$ cat src/hw/rtl/ppcs_pkg.sv
package ppcs_pkg;

   localparam int PERIOD_MS_DEF   = 40;
   localparam int SETTLE_BAND_DEF = 32;
   localparam int ERROR_WIDTH_DEF = 16;

   localparam int CSR_INDEX_W = 3;
   localparam int CSR_DATA_W  = 16;

   localparam logic [15:0] SETTLE_WAIT_MIN = 16'd200;

   typedef enum logic [CSR_INDEX_W-1:0] {
      CSR_TARGET_TICKS   = 3'd0,
      CSR_REVERSE_MODE   = 3'd1,
      CSR_PROP_GAIN      = 3'd2,
      CSR_INTEG_GAIN     = 3'd3,
      CSR_INTEG_ZONE     = 3'd4,
      CSR_WINDUP_LIMIT   = 3'd5,
      CSR_POWER_LIMIT    = 3'd6,
      CSR_SETTLE_WAIT_MS = 3'd7
   } csr_index_type;

   localparam logic ACT_START = 1'b0;
   localparam logic ACT_TICK  = 1'b1;

   typedef struct packed {
      logic               action;
      logic signed [15:0] encoder_count;
   } req_type;

   typedef struct packed {
      logic signed [7:0]  drive_power;
      logic               move_done;
      logic signed [15:0] position_error;
   } rsp_type;

   typedef struct packed {
      logic signed [15:0] target_ticks;
      logic               reverse_mode;
      logic [15:0]        prop_gain;
      logic [15:0]        integ_gain;
      logic [14:0]        integ_zone;
      logic [14:0]        windup_limit;
      logic [6:0]         power_limit;
      logic [15:0]        settle_wait_ms;
   } cfg_type;

   localparam cfg_type CFG_RESET = '{
      target_ticks   : 16'sd0,
      reverse_mode   : 1'b0,
      prop_gain      : 16'd256,
      integ_gain     : 16'd1966,
      integ_zone     : 15'd86,
      windup_limit   : 15'd1666,
      power_limit    : 7'd127,
      settle_wait_ms : 16'd200
   };

endpackage

$ cat src/hw/rtl/ppcs_csr.sv
module ppcs_csr (
   input  logic                               clock,
   input  logic                               reset,
   input  logic                               csr_we,
   input  logic [ppcs_pkg::CSR_INDEX_W-1:0]   csr_index,
   input  logic [ppcs_pkg::CSR_DATA_W-1:0]    csr_wdata,
   output ppcs_pkg::cfg_type                  cfg
);

   ppcs_pkg::cfg_type cfg_ff;
   ppcs_pkg::cfg_type cfg_in;

   always_comb begin
      cfg_in = cfg_ff;
      if (csr_we) begin
         unique case (ppcs_pkg::csr_index_type'(csr_index))
            ppcs_pkg::CSR_TARGET_TICKS:   cfg_in.target_ticks = $signed(csr_wdata);
            ppcs_pkg::CSR_REVERSE_MODE:   cfg_in.reverse_mode = csr_wdata[0];
            ppcs_pkg::CSR_PROP_GAIN:      cfg_in.prop_gain    = csr_wdata;
            ppcs_pkg::CSR_INTEG_GAIN:     cfg_in.integ_gain   = csr_wdata;
            ppcs_pkg::CSR_INTEG_ZONE:     cfg_in.integ_zone   = csr_wdata[14:0];
            ppcs_pkg::CSR_WINDUP_LIMIT:   cfg_in.windup_limit = csr_wdata[14:0];
            ppcs_pkg::CSR_POWER_LIMIT:    cfg_in.power_limit  = csr_wdata[6:0];
            ppcs_pkg::CSR_SETTLE_WAIT_MS: begin
               // short waits are raised to the minimum
               cfg_in.settle_wait_ms = (csr_wdata < ppcs_pkg::SETTLE_WAIT_MIN) ?
                                       ppcs_pkg::SETTLE_WAIT_MIN : csr_wdata;
            end
            default: cfg_in = cfg_ff;
         endcase
      end
   end

   always_ff @(posedge clock) begin
      if (reset) begin
         cfg_ff <= ppcs_pkg::CFG_RESET;
      end else begin
         cfg_ff <= cfg_in;
      end
   end

   assign cfg = cfg_ff;

endmodule

$ cat src/hw/rtl/ppcs_track.sv
module ppcs_track #(
   parameter int PeriodMs   = ppcs_pkg::PERIOD_MS_DEF,
   parameter int SettleBand = ppcs_pkg::SETTLE_BAND_DEF,
   parameter int ErrorWidth = ppcs_pkg::ERROR_WIDTH_DEF
) (
   input  logic                         clock,
   input  logic                         reset,
   input  logic                         load,
   input  ppcs_pkg::req_type            req,
   input  ppcs_pkg::cfg_type            cfg,
   output logic signed [ErrorWidth-1:0] err,
   output logic signed [15:0]           sum,
   output logic                         done,
   output logic                         state_done
);

   localparam int DiffW = (ErrorWidth > 17) ? ErrorWidth + 1 : 18;
   localparam int SumW  = ((ErrorWidth > 16) ? ErrorWidth : 16) + 1;

   localparam logic signed [DiffW-1:0] ErrMax  = DiffW'((64'sd1 <<< (ErrorWidth - 1)) - 64'sd1);
   localparam logic signed [DiffW-1:0] ErrMin  = DiffW'(-(64'sd1 <<< (ErrorWidth - 1)));
   localparam logic signed [DiffW-1:0] BandX   = DiffW'(SettleBand);
   localparam logic [16:0]             PeriodX = 17'(PeriodMs);

   // controller state
   logic signed [15:0] integ_ff, integ_in;
   logic               settled_ff, settled_in;
   logic [15:0]        elapsed_ff, elapsed_in;
   logic               done_ff, done_in;

   // results handed to the drive stage
   logic signed [ErrorWidth-1:0] err_ff, err_in;
   logic signed [15:0]           sum_ff, sum_in;
   logic                         dout_ff, dout_in;

   logic signed [DiffW-1:0]      tgt_x, enc_x, pos_x, diff, err_sat, zone_x;
   logic signed [ErrorWidth-1:0] err_e;
   logic signed [SumW-1:0]       sum_x, err_x, sum_raw, lim_x, sum_clip;
   logic                         integ_en;
   logic                         settled_new;
   logic [16:0]                  elapsed_sum;
   logic [15:0]                  elapsed_new;
   logic                         done_new;

   always_comb begin
      tgt_x  = DiffW'(cfg.target_ticks);
      enc_x  = DiffW'(req.encoder_count);
      pos_x  = cfg.reverse_mode ? -enc_x : enc_x;
      diff   = tgt_x - pos_x;
      err_sat = (diff > ErrMax) ? ErrMax : ((diff < ErrMin) ? ErrMin : diff);
      err_e  = err_sat[ErrorWidth-1:0];

      zone_x   = $signed({{(DiffW-15){1'b0}}, cfg.integ_zone});
      integ_en = (err_sat != '0) && (err_sat < zone_x);
      sum_x    = SumW'(integ_ff);
      err_x    = SumW'(err_e);
      sum_raw  = integ_en ? (sum_x + err_x) : '0;
      lim_x    = $signed({{(SumW-15){1'b0}}, cfg.windup_limit});
      sum_clip = (sum_raw > lim_x) ? lim_x : ((sum_raw < -lim_x) ? -lim_x : sum_raw);

      // signed test: a large overshoot also counts as settled
      settled_new = settled_ff | (err_sat < BandX);
      elapsed_sum = {1'b0, elapsed_ff} + PeriodX;
      if (!settled_new) begin
         elapsed_new = '0;
      end else if (elapsed_sum[16]) begin
         elapsed_new = 16'hFFFF;
      end else begin
         elapsed_new = elapsed_sum[15:0];
      end
      done_new = (elapsed_new >= cfg.settle_wait_ms);
   end

   always_comb begin
      integ_in   = integ_ff;
      settled_in = settled_ff;
      elapsed_in = elapsed_ff;
      done_in    = done_ff;
      err_in     = err_ff;
      sum_in     = sum_ff;
      dout_in    = dout_ff;
      if (load) begin
         if (req.action == ppcs_pkg::ACT_START) begin
            integ_in   = '0;
            settled_in = 1'b0;
            elapsed_in = '0;
            done_in    = 1'b0;
            err_in     = '0;
            sum_in     = '0;
            dout_in    = 1'b0;
         end else if (!done_ff) begin
            integ_in   = sum_clip[15:0];
            settled_in = settled_new;
            elapsed_in = elapsed_new;
            done_in    = done_new;
            err_in     = err_e;
            sum_in     = sum_clip[15:0];
            dout_in    = done_new;
         end else begin
            // move finished: state frozen, only the error is reported
            err_in  = err_e;
            sum_in  = integ_ff;
            dout_in = 1'b1;
         end
      end
   end

   always_ff @(posedge clock) begin
      if (reset) begin
         integ_ff   <= '0;
         settled_ff <= 1'b0;
         elapsed_ff <= '0;
         done_ff    <= 1'b0;
      end else begin
         integ_ff   <= integ_in;
         settled_ff <= settled_in;
         elapsed_ff <= elapsed_in;
         done_ff    <= done_in;
      end
   end

   always_ff @(posedge clock) begin
      err_ff  <= err_in;
      sum_ff  <= sum_in;
      dout_ff <= dout_in;
   end

   assign err        = err_ff;
   assign sum        = sum_ff;
   assign done       = dout_ff;
   assign state_done = done_ff;

endmodule

$ cat src/hw/rtl/ppcs_drive.sv
module ppcs_drive #(
   parameter int ErrorWidth = ppcs_pkg::ERROR_WIDTH_DEF
) (
   input  logic signed [ErrorWidth-1:0] err,
   input  logic signed [15:0]           sum,
   input  logic                         done,
   input  ppcs_pkg::cfg_type            cfg,
   output ppcs_pkg::rsp_type            rsp
);

   localparam int ProdW = ErrorWidth + 17;
   localparam int AccW  = ErrorWidth + 26;
   localparam int QW    = AccW - 16;
   localparam int PosW  = (ErrorWidth > 16) ? ErrorWidth : 16;

   localparam logic signed [AccW-1:0] RoundBias = AccW'(65535);
   localparam logic signed [PosW-1:0] PosMax    = PosW'(32767);
   localparam logic signed [PosW-1:0] PosMin    = PosW'(-32768);

   logic signed [ProdW-1:0] prod_p;
   logic signed [32:0]      prod_i;
   logic signed [AccW-1:0]  acc, biased;
   logic signed [QW-1:0]    quot, lim_q, power;
   logic signed [PosW-1:0]  err_w, err_16;

   always_comb begin
      prod_p = ProdW'($signed({1'b0, cfg.prop_gain})) * ProdW'(err);
      prod_i = 33'($signed({1'b0, cfg.integ_gain})) * 33'(sum);
      // accumulate in units of 2^-16
      acc    = (AccW'(prod_p) <<< 8) + AccW'(prod_i);
      // truncate toward zero
      biased = acc[AccW-1] ? (acc + RoundBias) : acc;
      quot   = biased[AccW-1:16];
      lim_q  = $signed({{(QW-7){1'b0}}, cfg.power_limit});
      power  = (quot > lim_q) ? lim_q : ((quot < -lim_q) ? -lim_q : quot);

      err_w  = PosW'(err);
      err_16 = (err_w > PosMax) ? PosMax : ((err_w < PosMin) ? PosMin : err_w);

      rsp.drive_power    = done ? 8'sd0 : power[7:0];
      rsp.move_done      = done;
      rsp.position_error = err_16[15:0];
   end

endmodule

$ cat src/hw/rtl/pi_position_controller_settle_unit.sv
// PI position controller with integral zone, anti-windup clamp and settle timer.
// A start transaction (action 0) clears the integral, settle timer and done flag
// and returns zero power; each tick transaction (action 1) returns drive power,
// done flag and position error. The unit takes one transaction per clock unless a stall
// holds the pipeline and presents its result after passing three registers: the input
// register, the state-update register (error, integral and timer) and the result register
// behind the gain multipliers. Stall on the result side holds the pipeline and backs up
// to req_stall. The user must do register writes via the csr port while no
// transaction is in flight; the block does not enforce it. They take effect on the next tick.
module pi_position_controller_settle_unit #(
   parameter int PeriodMs   = ppcs_pkg::PERIOD_MS_DEF,
   parameter int SettleBand = ppcs_pkg::SETTLE_BAND_DEF,
   parameter int ErrorWidth = ppcs_pkg::ERROR_WIDTH_DEF
) (
   input  logic                             clock,
   input  logic                             reset,

   input  logic                             req_valid,
   output logic                             req_stall,
   input  ppcs_pkg::req_type                req_payload,

   output logic                             rsp_valid,
   input  logic                             rsp_stall,
   output ppcs_pkg::rsp_type                rsp_payload,

   input  logic                             csr_we,
   input  logic [ppcs_pkg::CSR_INDEX_W-1:0] csr_index,
   input  logic [ppcs_pkg::CSR_DATA_W-1:0]  csr_wdata
);

   ppcs_pkg::cfg_type cfg;

   ppcs_pkg::req_type req_ff, req_in;
   logic              req_vld_ff, req_vld_in;
   logic              mid_vld_ff, mid_vld_in;
   ppcs_pkg::rsp_type rsp_ff, rsp_in;
   logic              rsp_vld_ff, rsp_vld_in;

   logic                         take, adv1, adv2;
   logic signed [ErrorWidth-1:0] mid_err;
   logic signed [15:0]           mid_sum;
   logic                         mid_done;
   logic                         state_done;
   ppcs_pkg::rsp_type            rsp_calc;

   ppcs_csr u_csr (
      .clock     (clock),
      .reset     (reset),
      .csr_we    (csr_we),
      .csr_index (csr_index),
      .csr_wdata (csr_wdata),
      .cfg       (cfg)
   );

   ppcs_track #(
      .PeriodMs   (PeriodMs),
      .SettleBand (SettleBand),
      .ErrorWidth (ErrorWidth)
   ) u_track (
      .clock      (clock),
      .reset      (reset),
      .load       (adv1),
      .req        (req_ff),
      .cfg        (cfg),
      .err        (mid_err),
      .sum        (mid_sum),
      .done       (mid_done),
      .state_done (state_done)
   );

   ppcs_drive #(
      .ErrorWidth (ErrorWidth)
   ) u_drive (
      .err  (mid_err),
      .sum  (mid_sum),
      .done (mid_done),
      .cfg  (cfg),
      .rsp  (rsp_calc)
   );

   // pipeline flow: a stage moves when the next one is empty or moving
   always_comb begin
      adv2 = mid_vld_ff && (!rsp_vld_ff || !rsp_stall);
      adv1 = req_vld_ff && (!mid_vld_ff || adv2);
      take = !req_vld_ff || adv1;

      req_in     = take ? req_payload : req_ff;
      req_vld_in = take ? req_valid : req_vld_ff;
      mid_vld_in = adv1 ? 1'b1 : (adv2 ? 1'b0 : mid_vld_ff);
      rsp_in     = adv2 ? rsp_calc : rsp_ff;
      rsp_vld_in = adv2 ? 1'b1 : (rsp_stall ? rsp_vld_ff : 1'b0);
   end

   always_ff @(posedge clock) begin
      if (reset) begin
         req_vld_ff <= 1'b0;
         mid_vld_ff <= 1'b0;
         rsp_vld_ff <= 1'b0;
      end else begin
         req_vld_ff <= req_vld_in;
         mid_vld_ff <= mid_vld_in;
         rsp_vld_ff <= rsp_vld_in;
      end
   end

   always_ff @(posedge clock) begin
      req_ff <= req_in;
      rsp_ff <= rsp_in;
   end

   assign req_stall   = !take;
   assign rsp_valid   = rsp_vld_ff;
   assign rsp_payload = rsp_ff;

   a_done_zero_power: assert property (@(posedge clock) disable iff (reset)
      (rsp_vld_ff && rsp_ff.move_done) |-> (rsp_ff.drive_power == 8'sd0))
      else $error("finished move reports nonzero drive power");

   a_power_bound: assert property (@(posedge clock) disable iff (reset)
      rsp_vld_ff |-> ((rsp_ff.drive_power <= $signed({1'b0, cfg.power_limit}))
                   && (rsp_ff.drive_power >= -$signed({1'b0, cfg.power_limit}))))
      else $error("drive power outside the power limit");

   a_done_holds: assert property (@(posedge clock) disable iff (reset)
      (adv1 && state_done && (req_ff.action == ppcs_pkg::ACT_TICK)) |=> state_done)
      else $error("done state dropped without a start transaction");

endmodule
$ cat config.mk
export PLATFORM = sky130hd
export DESIGN_NAME = pi_position_controller_settle_unit
export DESIGN_NICKNAME = d
export VERILOG_FILES = /design/src/hw/rtl/ppcs_pkg.sv /design/src/hw/rtl/ppcs_csr.sv /design/src/hw/rtl/ppcs_track.sv /design/src/hw/rtl/ppcs_drive.sv /design/src/hw/rtl/pi_position_controller_settle_unit.sv
export SDC_FILE = /design/constraint.sdc
export NUM_CORES = 2
export LEC_CHECK = 0
export BUFFER_PORTS_ARGS = -buffer_cell sky130_fd_sc_hd__buf_4
export CORE_MARGIN = 4
export CORE_UTILIZATION = 60
export CTS_BUF_LIST = sky130_fd_sc_hd__clkbuf_16
export CTS_CLUSTER_DIAMETER = 30
export DETAILED_ROUTE_END_ITERATION = 7
export PLACE_DENSITY = 0.77
export SLEW_MARGIN = 10
export SYNTH_ARGS = -nofsm -noshare
export SYNTH_HDL_FRONTEND = slang
export SYNTH_SLANG_ARGS = --single-unit
$ cat constraint.sdc
create_clock -name clock -period 23.1 [get_ports clock]
set_input_delay 1.155 -clock clock [delete_from_list [all_inputs] [get_ports clock]]
set_output_delay 1.155 -clock clock [all_outputs]
set_load 0.01 [all_outputs]
==> impl_metrics.prom <==
# TYPE chip_impl_metric gauge
chip_impl_info{name="cell_with_the_largest_stage_delay_on_the_worst_path",value="sky130_fd_sc_hd__nor4b_1"} 1
chip_impl_metric{name="detail-route-antenna-nets",unit=""} 0
chip_impl_info{name="synth.cells.most_frequent",value="629 x sky130_fd_sc_hd__inv_1, 548 x sky130_fd_sc_hd__nand2_1, 416 x sky130_fd_sc_hd__fa_1"} 1
chip_impl_metric{name="grt_usage",unit=""} 0.300
chip_impl_info{name="critical_path.most_common_cell",value="sky130_fd_sc_hd__fa_1"} 1
chip_impl_metric{name="maxClockFrequency",unit="MHz"} 75.0
chip_impl_metric{name="syn_nets",unit=""} 4836
chip_impl_metric{name="grt_antenna_before_repair",unit=""} 3
chip_impl_metric{name="drcViolationCount",unit=""} 0
chip_impl_metric{name="yosys_warnings",unit=""} 0
chip_impl_metric{name="buffer_ports.inserted",unit=""} 67
chip_impl_metric{name="timing_hold_violations_final",unit=""} 0
chip_impl_info{name="crit_end_element",value="register"} 1
chip_impl_metric{name="fp-row-count",unit=""} 86
chip_impl_metric{name="ys_ff_latch",unit=""} 214
chip_impl_metric{name="cts_hold_buf",unit=""} 0
chip_impl_metric{name="yosysSeqAreaShare",unit=""} 0.150
chip_impl_metric{name="crit_buf_inv",unit=""} 5
chip_impl_metric{name="design.final.nets",unit=""} 4804
chip_impl_info{name="synthDominantAreaCellType",value="sky130_fd_sc_hd__fa_1"} 1
chip_impl_info{name="synthFlopType",value="sky130_fd_sc_hd__dfxtp_1"} 1
chip_impl_metric{name="period_share",unit=""} 0.577
chip_impl_metric{name="grt_overflow_total",unit=""} 0
chip_impl_metric{name="grt_max_degree",unit=""} 71
chip_impl_metric{name="floorplan.die.width",unit="um"} 245
chip_impl_metric{name="synth_async_sr_flop_share",unit=""} 0
chip_impl_metric{name="grt_pass1_wl",unit="um"} 145000
chip_impl_metric{name="maxCapViolCount",unit=""} 0
chip_impl_metric{name="slew_headroom",unit=""} 0.179
chip_impl_metric{name="synth-edff-count",unit=""} 75
chip_impl_metric{name="post_cts_resize_count",unit=""} 0
chip_impl_metric{name="fp.dieArea",unit="um^2"} 59900
chip_impl_metric{name="maxSlewViolCount",unit=""} 0
chip_impl_metric{name="syn_to_final_growth",unit="%"} 7.49
chip_impl_metric{name="number_of_buffers_inserted_by_post_cts_setup_repair",unit=""} 0
chip_impl_metric{name="per_instance_average_area_after_synthesis",unit="um^2"} 8.43
chip_impl_metric{name="fin_tns_setup",unit="ns"} 0
chip_impl_info{name="critPathTopFamily",value="adder cells"} 1
chip_impl_info{name="status",value="completed"} 1
chip_impl_metric{name="yosys.cell_types.count",unit=""} 94
chip_impl_metric{name="clk_path_buf_depth",unit=""} 3
chip_impl_metric{name="critPathMaxStageDelay",unit="ns"} 0.82
chip_impl_metric{name="first_global_vias",unit=""} 28033
chip_impl_metric{name="dieHeight",unit="um"} 245
chip_impl_metric{name="setup_viol_count_final",unit=""} 0
chip_impl_metric{name="placeableCoreArea",unit="um^2"} 55300
chip_impl_metric{name="place_hpwl",unit="um"} 68700
chip_impl_metric{name="avgViaCountPerCell",unit=""} 5.89
chip_impl_metric{name="clkLatencyLatePin",unit="ns"} 0.56
chip_impl_info{name="cts_root_buffer",value="sky130_fd_sc_hd__clkbuf_16"} 1
chip_impl_metric{name="syn_area",unit="um^2"} 33600
chip_impl_metric{name="cp_data_required_time",unit="ns"} 23.38
chip_impl_info{name="critPathKind",value="reg -> reg"} 1
chip_impl_metric{name="detail_route.iter0.violations",unit=""} 2357
chip_impl_metric{name="initial_utilization",unit=""} 0.608
chip_impl_info{name="holdCritStartpoint",value="u_csr.cfg[10]"} 1
chip_impl_info{name="synthMostInstantiatedCell",value="sky130_fd_sc_hd__inv_1"} 1
chip_impl_metric{name="cts_buffers",unit=""} 46
chip_impl_metric{name="post-synth-top-area-fraction",unit=""} 0.248
chip_impl_metric{name="ioPinCount",unit=""} 68
chip_impl_info{name="worstSetupStartpoint",value="u_csr.cfg[74]"} 1
chip_impl_info{name="min_path_type",value="reg -> reg"} 1
chip_impl_info{name="r2r_start",value="u_csr.cfg[74]"} 1
chip_impl_info{name="tritoncts_clock_tree",value="built"} 1
chip_impl_metric{name="place.gp.congestion",unit=""} 0.971
chip_impl_metric{name="syn_inst",unit=""} 3986
chip_impl_metric{name="drt_pass1_iterations",unit=""} 6
chip_impl_metric{name="vias",unit=""} 27893
chip_impl_metric{name="critPathMaxFanout",unit=""} 17
chip_impl_metric{name="insertedDiodeCount",unit=""} 0
chip_impl_metric{name="cts_htree_levels",unit=""} 2
chip_impl_metric{name="routed_wire_length_per_instance",unit="um"} 18.9
chip_impl_metric{name="drive_gt1_frac",unit=""} 0.0536
chip_impl_metric{name="arrival",unit="ns"} 13.62
chip_impl_metric{name="period_minus_slack",unit="ns"} 13.34
chip_impl_metric{name="routed_wirelength",unit="um"} 89600
chip_impl_metric{name="clk_pin_slew_worst_paths",unit="ns"} 0.05
chip_impl_info{name="largest_cells_by_area_after_synthesis",value="sky130_fd_sc_hd__fa_1 25%, sky130_fd_sc_hd__ha_1 15%, sky130_fd_sc_hd__dfxtp_1 8.3%"} 1
chip_impl_info{name="rsz_0062_raised_after_global_routing",value="no"} 1
chip_impl_info{name="timing.critical_path.from_type",value="register"} 1
chip_impl_metric{name="worst_pin_slew",unit="ns"} 1.23
chip_impl_metric{name="clock-skew-final",unit="ns"} 0.0248
chip_impl_metric{name="cts_num_sinks",unit=""} 214
## sequential cells by signal, indices dropped and copies added, names as in the netlist
signal / flops
u_csr.cfg: 102
u_track.integ_ff: 16
u_track.sum: 16
u_track.done: 1
u_track.settled_ff: 1
req_ff: 17
req_vld_ff: 1
rsp_payload: 25
u_track.state_done: 1
rsp_valid: 1
u_track.err: 16
mid_vld_ff: 1
u_track.elapsed_ff: 16
## layer usage
| metal | track usage | routed length (um) |
|---|---|---|
| met1 | 0.396 | 35800 |
| met4 | 0.119 | 4410 |
| met2 | 0.504 | 42200 |
| met3 | 0.0425 | 7080 |
| met5 | 0 | 32 |
## logic make-up (layout without fill, tap and decap cells)
group                    Yosys count  in the layout  synth area share
AND/OR/NAND/NOR                 1319           1319             0.190
buffers and inverters            811            816            0.0917
adder cells (fa/ha/maj)          809            809             0.394
AO/OA/AOI/OAI                    678            678             0.132
flip-flops                       214            214             0.150
XOR/XNOR                         133            133            0.0347
multiplexers                      22             22           0.00678
## cell type report
cell class              count  area [um^2]
repair buffers            100          751
fillers                  4676        19200
flip-flops and latches    214         5030
well taps                 748          936
inverters                 631         2370
clock buffers              47         1180
clock inverters            38          348
multi-input cells        2961        25500
## stage by stage
stage | area [um^2] | setup slack, ns | cells | util | hold slack (ns)
after floorplan | 33600 | 11.39 | 3986 | - | 0.424
after global placement | 34600 | 10.30 | 4654 | 0.626 | 0.443
after detailed placement | 34600 | 10.02 | 4654 | 0.626 | 0.446
after CTS | 36100 | 9.94 | 4739 | 0.653 | 0.455
after global routing | 36100 | 8.98 | 4739 | 0.653 | 0.471
final | 36100 | 9.76 | 4739 | 0.653 | 0.452
## path summary, 6_finish.rpt
path / endpoint / slack [ns] / depth (start not counted)
setup reg to reg: rsp_payload[19] / 9.76 / 45
setup / recovery: rsp_payload[19] / 9.76 / 45
hold reg to reg: u_csr.cfg[10] / 0.45 / 2
hold / removal: u_csr.cfg[10] / 0.45 / 2
## placed cells by master (no fill, tap or decap), drive strengths merged, types with 47 or more instances in the layout
master | netlist | final
xor2 | 52 | 52
fa | 416 | 416
buf | 14 | 100
dfxtp | 139 | 139
and2 | 234 | 234
ha | 393 | 393
nand3 | 54 | 54
edfxtp | 75 | 75
o21ai | 119 | 119
xnor2 | 81 | 81
nor3 | 52 | 52
nand2 | 548 | 548
clkbuf | 166 | 47
inv | 629 | 646
a21oi | 223 | 223
a21o | 62 | 62
nor2 | 198 | 198
nand2b | 54 | 54
## worst reg2reg max path: cells and delay by family (launching register included)
family	cells	cell delay (ns)
compound gates	18	3.86
xor+xnor	2	0.50
fa+ha+maj	11	5.04
buf+inv	5	0.25
flops	1	0.74
mux	3	0.96
simple gates	6	1.71
Power is not shown: default switching activity piles up to over one toggle a cycle in this logic, so the estimate is an artifact.
